<file path="config.mk">
export PLATFORM = sky130hd
export DESIGN_NAME = sha256_byte_stream_hasher_core
export DESIGN_NICKNAME = d
export VERILOG_FILES = /design/src/rtl/core/sha_pkg.sv /design/src/rtl/core/sha_fifo.sv /design/src/rtl/core/sha_engine.sv /design/src/rtl/core/sha256_byte_stream_hasher_core.sv
export SDC_FILE = /design/constraint.sdc
export NUM_CORES = 2
export LEC_CHECK = 0
export ABC_AREA = 1
export BUFFER_PORTS_ARGS = -buffer_cell sky130_fd_sc_hd__buf_2
export CAP_MARGIN = 20
export CELL_PAD_IN_SITES_DETAIL_PLACEMENT = 1
export CELL_PAD_IN_SITES_GLOBAL_PLACEMENT = 2
export CORE_MARGIN = 1
export CORE_UTILIZATION = 42
export DETAILED_ROUTE_END_ITERATION = 16
export PLACE_DENSITY = 0.79
export SETUP_SLACK_MARGIN = 0.3
export SYNTH_ARGS = -nofsm -noshare
export SYNTH_HDL_FRONTEND = slang
export SYNTH_SLANG_ARGS = --single-unit
</file>
<file path="constraint.sdc">
create_clock -name clk -period 16.2 [get_ports clk]
set_input_delay 2.43 -clock clk [delete_from_list [all_inputs] [get_ports clk]]
set_output_delay 2.43 -clock clk [all_outputs]
set_load 0.02 [all_outputs]
</file>
<file path="src/rtl/core/sha_pkg.sv">
// ---------------------------------------------------------------------------
// SHA-256 hasher package
// Round constants, initial hash values and shared types.
// ---------------------------------------------------------------------------
`timescale 1ns / 1ps
`default_nettype none
package sha_pkg;
	localparam int FifoDepth = 4;

	// Word that passes from the front to the back.
	typedef struct packed {
		logic [7:0] data_byte;
		logic       has_byte;
		logic       last;
	} item_t;

	function automatic logic [31:0] round_k(input logic [5:0] i);
		logic [31:0] k [64];
		k = '{
			32'h428a2f98, 32'h71374491, 32'hb5c0fbcf, 32'he9b5dba5,
			32'h3956c25b, 32'h59f111f1, 32'h923f82a4, 32'hab1c5ed5,
			32'hd807aa98, 32'h12835b01, 32'h243185be, 32'h550c7dc3,
			32'h72be5d74, 32'h80deb1fe, 32'h9bdc06a7, 32'hc19bf174,
			32'he49b69c1, 32'hefbe4786, 32'h0fc19dc6, 32'h240ca1cc,
			32'h2de92c6f, 32'h4a7484aa, 32'h5cb0a9dc, 32'h76f988da,
			32'h983e5152, 32'ha831c66d, 32'hb00327c8, 32'hbf597fc7,
			32'hc6e00bf3, 32'hd5a79147, 32'h06ca6351, 32'h14292967,
			32'h27b70a85, 32'h2e1b2138, 32'h4d2c6dfc, 32'h53380d13,
			32'h650a7354, 32'h766a0abb, 32'h81c2c92e, 32'h92722c85,
			32'ha2bfe8a1, 32'ha81a664b, 32'hc24b8b70, 32'hc76c51a3,
			32'hd192e819, 32'hd6990624, 32'hf40e3585, 32'h106aa070,
			32'h19a4c116, 32'h1e376c08, 32'h2748774c, 32'h34b0bcb5,
			32'h391c0cb3, 32'h4ed8aa4a, 32'h5b9cca4f, 32'h682e6ff3,
			32'h748f82ee, 32'h78a5636f, 32'h84c87814, 32'h8cc70208,
			32'h90befffa, 32'ha4506ceb, 32'hbef9a3f7, 32'hc67178f2};
		return k[i];
	endfunction

	function automatic logic [31:0] init_h(input logic [2:0] i);
		logic [31:0] h [8];
		h = '{32'h6a09e667, 32'hbb67ae85, 32'h3c6ef372, 32'ha54ff53a,
			32'h510e527f, 32'h9b05688c, 32'h1f83d9ab, 32'h5be0cd19};
		return h[i];
	endfunction

	function automatic logic [31:0] rotr(input logic [31:0] x, input int n);
		return (x >> n) | (x << (32 - n));
	endfunction
endpackage
`default_nettype wire

</file>
<file path="src/rtl/core/sha_fifo.sv">
// ---------------------------------------------------------------------------
// SHA item queue
// Small queue that parts the input front from the hashing back end.
// ---------------------------------------------------------------------------
`timescale 1ns / 1ps
`default_nettype none
module sha_fifo #(
	parameter int Depth = sha_pkg::FifoDepth
) (
	input  wire logic          clk,
	input  wire logic          arst_n,
	input  wire logic          wr_en,
	input  sha_pkg::item_t     wr_data,
	output logic               full,
	input  wire logic          rd_en,
	output sha_pkg::item_t     rd_data,
	output logic               rd_valid
);
	localparam int AW = (Depth > 1) ? $clog2(Depth) : 1;
	sha_pkg::item_t mem_q [Depth];
	logic [AW-1:0] wp_q, rp_q;
	logic [AW:0]   cnt_q;

	assign full     = (cnt_q == (AW+1)'(Depth));
	assign rd_valid = (cnt_q != '0);
	assign rd_data  = mem_q[rp_q];

	// Store a word at the write pointer.
	always_ff @(posedge clk) begin
		if (wr_en && !full) mem_q[wp_q] <= wr_data;
	end

	// Advance pointers and count.
	always_ff @(posedge clk or negedge arst_n) begin
		if (!arst_n) begin
			wp_q <= '0; rp_q <= '0; cnt_q <= '0;
		end else begin
			if (wr_en && !full)
				wp_q <= (wp_q == AW'(Depth - 1)) ? '0 : wp_q + 1'b1;
			if (rd_en && rd_valid)
				rp_q <= (rp_q == AW'(Depth - 1)) ? '0 : rp_q + 1'b1;
			cnt_q <= cnt_q + (AW+1)'(wr_en && !full) - (AW+1)'(rd_en && rd_valid);
		end
	end
endmodule
`default_nettype wire

</file>
<file path="src/rtl/core/sha_engine.sv">
// ---------------------------------------------------------------------------
// SHA compression back end
// Buffers bytes into a block, pads, runs 64 rounds and emits the digest.
// ---------------------------------------------------------------------------
`timescale 1ns / 1ps
`default_nettype none
module sha_engine (
	input  wire logic      clk,
	input  wire logic      arst_n,
	input  sha_pkg::item_t item,
	input  wire logic      item_valid,
	output logic           item_take,
	output logic [31:0]    digest_word,
	output logic [2:0]     word_index,
	output logic           last_word,
	output logic           empty,
	input  wire logic      pop
);
	localparam logic [2:0] ST_IDLE = 3'd0;
	localparam logic [2:0] ST_PAD  = 3'd1;
	localparam logic [2:0] ST_LOAD = 3'd2;
	localparam logic [2:0] ST_RND  = 3'd3;
	localparam logic [2:0] ST_ADD  = 3'd4;
	localparam logic [2:0] ST_OUT  = 3'd5;

	logic [2:0]  state_q;
	logic [7:0]  blk_q [64];
	logic [5:0]  fill_q;
	logic [63:0] bits_q;
	logic [31:0] h_q [8];
	logic [31:0] v_q [8];
	logic [31:0] w_q [16];
	logic [5:0]  rnd_q;
	logic [6:0]  ld_q;
	logic        fin_q;     // message is finishing
	logic        len_q;     // length block is pending
	logic        pend_q;    // last word closed a full block; padding still to start
	logic [2:0]  oidx_q;
	logic [31:0] blkword_q;

	logic [31:0] s0, s1, wnew, wcur, t1, t2, e, a;
	logic [5:0]  ldw;

	assign item_take   = (state_q == ST_IDLE) && item_valid;
	assign empty       = (state_q != ST_OUT);
	assign digest_word = h_q[oidx_q];
	assign word_index  = oidx_q;
	assign last_word   = (oidx_q == 3'd7);

	// Message schedule and round logic.
	always_comb begin
		s0   = sha_pkg::rotr(w_q[1], 7) ^ sha_pkg::rotr(w_q[1], 18) ^ (w_q[1] >> 3);
		s1   = sha_pkg::rotr(w_q[14], 17) ^ sha_pkg::rotr(w_q[14], 19) ^ (w_q[14] >> 10);
		wnew = w_q[0] + s0 + w_q[9] + s1;
		wcur = w_q[0];
		e    = v_q[4];
		a    = v_q[0];
		t1   = v_q[7] + (sha_pkg::rotr(e, 6) ^ sha_pkg::rotr(e, 11) ^ sha_pkg::rotr(e, 25))
			+ ((e & v_q[5]) ^ (~e & v_q[6])) + sha_pkg::round_k(rnd_q) + wcur;
		t2   = (sha_pkg::rotr(a, 2) ^ sha_pkg::rotr(a, 13) ^ sha_pkg::rotr(a, 22))
			+ ((a & v_q[1]) ^ (a & v_q[2]) ^ (v_q[1] & v_q[2]));
		ldw  = ld_q[5:0];
	end

	// Byte store: read one byte a cycle while loading the schedule.
	always_ff @(posedge clk) begin
		if (state_q == ST_IDLE && item_take && item.has_byte)
			blk_q[fill_q] <= item.data_byte;
		else if (state_q == ST_PAD) begin
			if (fin_q && fill_q >= 6'd56 && len_q)
				blk_q[fill_q] <= bits_q[8*(6'd63 - fill_q) +: 8];
			else
				blk_q[fill_q] <= (!fin_q) ? 8'h80 : 8'h00;
		end
		blkword_q <= {blkword_q[23:0], blk_q[ldw]};
	end

	always_ff @(posedge clk or negedge arst_n) begin
		if (!arst_n) begin
			state_q <= ST_IDLE;
			fill_q  <= '0;
			bits_q  <= '0;
			rnd_q   <= '0;
			ld_q    <= '0;
			fin_q   <= 1'b0;
			len_q   <= 1'b0;
			pend_q  <= 1'b0;
			oidx_q  <= '0;
			for (int i = 0; i < 8; i++) h_q[i] <= sha_pkg::init_h(3'(i));
		end else begin
			case (state_q)
				// Take one word; store byte and decide what follows.
				ST_IDLE: begin
					if (item_take) begin
						if (item.has_byte) begin
							bits_q <= bits_q + 64'd8;
							fill_q <= fill_q + 6'd1;
							if (fill_q == 6'd63) begin
								fin_q <= 1'b0; len_q <= 1'b0; pend_q <= item.last;
								state_q <= ST_LOAD; ld_q <= '0;
							end else if (item.last) begin
								state_q <= ST_PAD; fin_q <= 1'b0; len_q <= 1'b0;
							end
						end else if (item.last) begin
							state_q <= ST_PAD; fin_q <= 1'b0; len_q <= 1'b0;
						end
					end
				end
				// Write 0x80 then zeros then length, one byte a cycle.
				ST_PAD: begin
					if (!fin_q) begin
						// first pad cycle writes 0x80 at fill position
						fin_q <= 1'b1;
						len_q <= (fill_q < 6'd56);
						fill_q <= fill_q + 6'd1;
						if (fill_q == 6'd63) begin state_q <= ST_LOAD; ld_q <= '0; end
					end else begin
						fill_q <= fill_q + 6'd1;
						if (fill_q == 6'd63) begin state_q <= ST_LOAD; ld_q <= '0; end
					end
				end
				// Shift bytes into the schedule window, four per word.
				ST_LOAD: begin
					ld_q <= ld_q + 7'd1;
					if (ld_q >= 7'd4 && ld_q[1:0] == 2'd0) begin
						for (int i = 0; i < 15; i++) w_q[i] <= w_q[i+1];
						w_q[15] <= blkword_q;
					end
					if (ld_q == 7'd64) begin
						state_q <= ST_RND; rnd_q <= '0;
						for (int i = 0; i < 8; i++) v_q[i] <= h_q[i];
					end
				end
				// One round per cycle.
				ST_RND: begin
					for (int i = 0; i < 15; i++) w_q[i] <= w_q[i+1];
					w_q[15] <= wnew;
					v_q[7] <= v_q[6]; v_q[6] <= v_q[5]; v_q[5] <= v_q[4];
					v_q[4] <= v_q[3] + t1;
					v_q[3] <= v_q[2]; v_q[2] <= v_q[1]; v_q[1] <= v_q[0];
					v_q[0] <= t1 + t2;
					rnd_q <= rnd_q + 6'd1;
					if (rnd_q == 6'd63) state_q <= ST_ADD;
				end
				// Fold the working state into the chaining value.
				ST_ADD: begin
					for (int i = 0; i < 8; i++) h_q[i] <= h_q[i] + v_q[i];
					if (!fin_q) begin
						// start padding in a fresh block when the last word filled one
						state_q <= pend_q ? ST_PAD : ST_IDLE;
						pend_q <= 1'b0;
					end else if (!len_q) begin
						// pad overflowed into a second block
						len_q <= 1'b1; state_q <= ST_PAD;
					end else begin
						state_q <= ST_OUT; oidx_q <= '0;
					end
				end
				// Hand out eight digest words, then restart.
				ST_OUT: begin
					if (pop) begin
						oidx_q <= oidx_q + 3'd1;
						if (oidx_q == 3'd7) begin
							state_q <= ST_IDLE;
							fin_q <= 1'b0; len_q <= 1'b0; pend_q <= 1'b0;
							bits_q <= '0; fill_q <= '0;
							for (int i = 0; i < 8; i++) h_q[i] <= sha_pkg::init_h(3'(i));
						end
					end
				end
				default: state_q <= ST_IDLE;
			endcase
		end
	end
endmodule
`default_nettype wire

</file>
<file path="src/rtl/core/sha256_byte_stream_hasher_core.sv">
// A byte passes through the queue and then the back end; a full block then goes
// through the load, round and fold steps.
// Bytes wait in the queue while the single-round unit loads, hashes and folds a block.
// A last item costs one or two padded blocks before 8 digest words.
// Asynchronous active-low reset restores the initial hash values and empties the queue.
// ---------------------------------------------------------------------------
// SHA-256 byte stream hasher core
// Input queue in front of a one-round-per-cycle compression back end.
// ---------------------------------------------------------------------------
`timescale 1ns / 1ps
`default_nettype none
module sha256_byte_stream_hasher_core #(
	parameter int FifoDepth = sha_pkg::FifoDepth
) (
	input  wire logic        clk,
	input  wire logic        arst_n,
	input  wire logic        push,
	output logic             full,
	input  wire logic [7:0]  data_byte,
	input  wire logic        has_byte,
	input  wire logic        last,
	output logic             empty,
	input  wire logic        pop,
	output logic [31:0]      digest_word,
	output logic [2:0]       word_index,
	output logic             last_word
);
	sha_pkg::item_t in_item, q_item;
	logic q_valid, q_take;

	assign in_item = '{data_byte: data_byte, has_byte: has_byte, last: last};

	// Queue words between front and back.
	sha_fifo #(.Depth(FifoDepth)) u_fifo (
		.clk(clk), .arst_n(arst_n), .wr_en(push), .wr_data(in_item), .full(full),
		.rd_en(q_take), .rd_data(q_item), .rd_valid(q_valid));

	// Hash the words.
	sha_engine u_engine (
		.clk(clk), .arst_n(arst_n), .item(q_item), .item_valid(q_valid),
		.item_take(q_take), .digest_word(digest_word), .word_index(word_index),
		.last_word(last_word), .empty(empty), .pop(pop));
endmodule
`default_nettype wire

</file>
==> results.toml <==
[synthesis]
yosysMostFrequentCell = "sky130_fd_sc_hd__nand2_1"
async_reset_ff_share_pct = 20.7
synth_seq_area_share_pct = 50.1
number_of_flops_mapped_to_enable_cells_by_yosys = 1320
yosys-top-cells-count = "sky130_fd_sc_hd__nand2_1 (1,964), sky130_fd_sc_hd__edfxtp_1 (1,320), sky130_fd_sc_hd__inv_1 (1,263)"
synth.yosys.warnings = 0
synth.net_count = 11400
synth_largest_area_cell = "sky130_fd_sc_hd__edfxtp_1"
ys_flop_type = "sky130_fd_sc_hd__edfxtp_1"
ys_seq_elements = 1704
yosysTopAreaCellShare_pct = 40.3
synth_cell_types = 70
syn_area_sq_mm = 0.0984
post_synth_inst_count = 10700
synthesis.area_per_instance_sq_um = 9.16
synth.area.top_cells = "sky130_fd_sc_hd__edfxtp_1 (40%), sky130_fd_sc_hd__nand2_1 (7.5%), sky130_fd_sc_hd__o21ai_0 (5.9%)"

[critical_path]
endpoint_arrival_time_on_the_critical_path_ns = 10.10
r2r_end = "u_engine.v_q[0][31]"
rrSetupSlack_ns = 6.67
worst_reg_to_reg_path_cell_count = 38
crit_fanout = 16
cpMaxStageDelayCell = "sky130_fd_sc_hd__xnor2_1"
max_stage_delay_ns = 0.60
cp_launch_type = "register"
crit_path_end_kind = "register"
critical-path-top-cell-by-count = "sky130_fd_sc_hd__nand2_1"
r2r_start = "u_engine.rnd_q[1]"
critPathRequiredTime_ns = 16.77
timing.setup.critical_path_class = "register to register"

[place]
half_perimeter_wire_length_of_the_detailed_placement_result_microns = 308000
numPortBuffers = 51
place_congestion = 1.01

[hold_path]
hp-start = "u_engine.blkword_q[8]"
worst_hold_path.num_cells = 0
hold-path-endpoint = "u_engine.blkword_q[16]"
timing.hold.worst.class = "register to register"

[grt]
grt_util_all_layers_pct = 34.4
antenna_found_initial = 20
globalRoute.totalOverflow = 0
first_global_vias = 83100
grt_first_pass_wirelength_microns = 591000
largest_net_degree_at_the_start_of_global_routing = 186

[final_layout]
finalNetCount = 11300
multi_input_comb_area_sq_mm = 0.0429
final_layout_size_suffix_gt1_share_pct = 6.24
seq_area_sq_mm = 0.0493
areaGrowthSynthToFinish_pct = 10.3
layout.filler_cells = 26400

[floorplanning]
effective_utilization_at_floorplan_pct = 42.3
die_h_microns = 486
rows = 177
io_pins = 52
placeableCoreArea_sq_mm = 0.233
fp.dieArea_sq_mm = 0.236
chipWidth_microns = 486

[clocking]
worst_skew_pair.late_latency_ns = 0.91
cts_tree = "done"
cts-resized-gates = 0
cts.path.max_buffers = 3
clkTransAtPathRegs_ns = 0.06
count_of_clock_tree_sinks = 1704
cts_inserted_buffers = 191
hold_buffers = 0
h-tree-depth = 4
postCtsSetupRepairBufs = 0
clock-root-buffer = "sky130_fd_sc_hd__clkbuf_16"

[timing]
grt_setup_unrepaired = "no"
achievable-frequency_ghz = 0.105
pins_over_their_slew_limit = 0
fin_worst_skew_ns = 0.0910
hold_viol_final = 0
timing.slew.headroom_pct = 2.15
final-setup-viol-count = 0
setup_total_negative_slack_ns = 0
finalCritPeriodShare_pct = 58.8
tightest_slew_ns = 1.47
finalWorstPathRequiredPeriod_ns = 9.53

[routing]
route.vias.total = 82000
routedWlPerCell_microns = 29.3
first_pass_iters = 6
ant_nets = 0
wirelength_microns = 410000
drcViolationCount = 0
avgViaCountPerCell = 5.86
drtIter0Drc = 7663

[job]
drv_cap = 0

[status]
run_status = "complete, no violations"
## kinds of logic (layout without fill, tap and decap cells)
family | count (synthesis) | count (layout) | share of synthesized area [%]
and+or+nand+nor | 3691 | 3691 | 15.5
AOI/OAI and AO/OA | 2619 | 2619 | 14.8
DFF | 1704 | 1704 | 50.1
buffers and inverters | 1676 | 1783 | 6.47
adders and majority gates | 620 | 620 | 9.34
xor gates and xnor gates | 431 | 431 | 3.84
muxes | 2 | 2 | 0.0203
other | 0 | 5 | 0
## layer usage
metal	wire length [microns]	GRT usage, %	vias up
met3	25200	4.55	671
met1	182000	48.2	41800
met5	40	0	-
li1	-	-	36700
met4	18300	13.4	6
met2	184000	53.9	2807
## sequential cells by signal, summed over array words and instances (netlist names), 6 cells and up
name / flops
u_engine.blk_q: 512
u_engine.w_q: 512
u_engine.h_q: 256
u_engine.v_q: 256
u_engine.bits_q: 61
u_fifo.mem_q: 40
u_engine.blkword_q: 32
u_engine.ld_q: 7
u_engine.fill_q: 6
u_engine.rnd_q: 6
## stage by stage
step                      instances  hold slack [ns]  utilization (%)  worst slack [ns]  area, sq um
after floorplan               10700            0.331                -              1.05        98400
after global placement        13600            0.336             43.8              6.96       102000
after detailed placement      13600            0.341             43.8              6.88       102000
after CTS                     14000            0.321             46.6              6.80       108000
after global routing          14000            0.328             46.6              6.00       109000
final                         14000            0.316             46.6              6.67       109000
## area by class of cell
type / count / area share [%]
flip-flops and latches: 1704 / 45.4
multi-input cells: 7363 / 39.5
clock buffers: 255 / 4.73
inverters: 1282 / 4.46
well taps: 3132 / 3.61
clock inverters: 104 / 1.29
repair buffers: 142 / 0.964
diodes: 5 / 0.0115
## how the worst max path moves through the flow
stage	depth (start not counted)	slack, ns	endpoint	startpoint
after global routing	37	6.00	u_engine.v_q[0][31]	u_engine.rnd_q[1]
after CTS	38	6.80	u_engine.v_q[0][31]	u_engine.rnd_q[1]
final	38	6.67	u_engine.v_q[0][31]	u_engine.rnd_q[1]
after detailed placement	37	6.88	u_engine.v_q[0][27]	u_engine.rnd_q[1]
after floorplan	6	1.05	u_engine.w_q[0][0]	arst_n
after global placement	35	6.96	u_engine.v_q[0][31]	u_engine.rnd_q[2]
## cell usage in the layout (no fill, tap or decap), types with 21 or more instances in the layout
| cell type | instances |
|---|---|
| sky130_fd_sc_hd__nor3_1 | 112 |
| sky130_fd_sc_hd__o21bai_1 | 51 |
| sky130_fd_sc_hd__bufinv_16 | 22 |
| sky130_fd_sc_hd__nor2_1 | 982 |
| sky130_fd_sc_hd__inv_1 | 1258 |
| sky130_fd_sc_hd__edfxtp_1 | 1320 |
| sky130_fd_sc_hd__xor2_1 | 246 |
| sky130_fd_sc_hd__a31oi_1 | 82 |
| sky130_fd_sc_hd__o221ai_1 | 40 |
| sky130_fd_sc_hd__o22ai_1 | 255 |
| sky130_fd_sc_hd__fa_1 | 196 |
| sky130_fd_sc_hd__clkinv_2 | 33 |
| sky130_fd_sc_hd__o31ai_1 | 32 |
| sky130_fd_sc_hd__o21ai_0 | 1168 |
| sky130_fd_sc_hd__buf_2 | 50 |
| sky130_fd_sc_hd__clkbuf_16 | 192 |
| sky130_fd_sc_hd__nand4_1 | 113 |
| sky130_fd_sc_hd__nor4_1 | 35 |
| sky130_fd_sc_hd__nand2_1 | 1961 |
| sky130_fd_sc_hd__ha_1 | 407 |
| sky130_fd_sc_hd__xnor2_1 | 185 |
| sky130_fd_sc_hd__dfrtp_1 | 211 |
| sky130_fd_sc_hd__a21o_1 | 52 |
| sky130_fd_sc_hd__o21a_1 | 31 |
| sky130_fd_sc_hd__clkinv_1 | 28 |
| sky130_fd_sc_hd__o21ai_1 | 21 |
| sky130_fd_sc_hd__nand3_1 | 389 |
| sky130_fd_sc_hd__dfxtp_1 | 32 |
| sky130_fd_sc_hd__dfstp_2 | 136 |
| sky130_fd_sc_hd__buf_4 | 83 |
| sky130_fd_sc_hd__o211ai_1 | 35 |
| sky130_fd_sc_hd__a21boi_0 | 26 |
| sky130_fd_sc_hd__a21oi_1 | 731 |
| sky130_fd_sc_hd__or2_2 | 37 |
| sky130_fd_sc_hd__clkbuf_1 | 54 |
## worst max-delay path: cells and delay by family (launching register included)
kind	cells	cell delay, ns
AO/OA/AOI/OAI	5	1.06
XOR/XNOR	1	0.60
adder cells (fa/ha/maj)	8	3.12
buffers and inverters	5	0.72
flip-flops	1	0.59
AND/OR/NAND/NOR	19	3.17
Power is not shown: default switching activity piles up to over one toggle a cycle in this logic, so the estimate is an artifact.
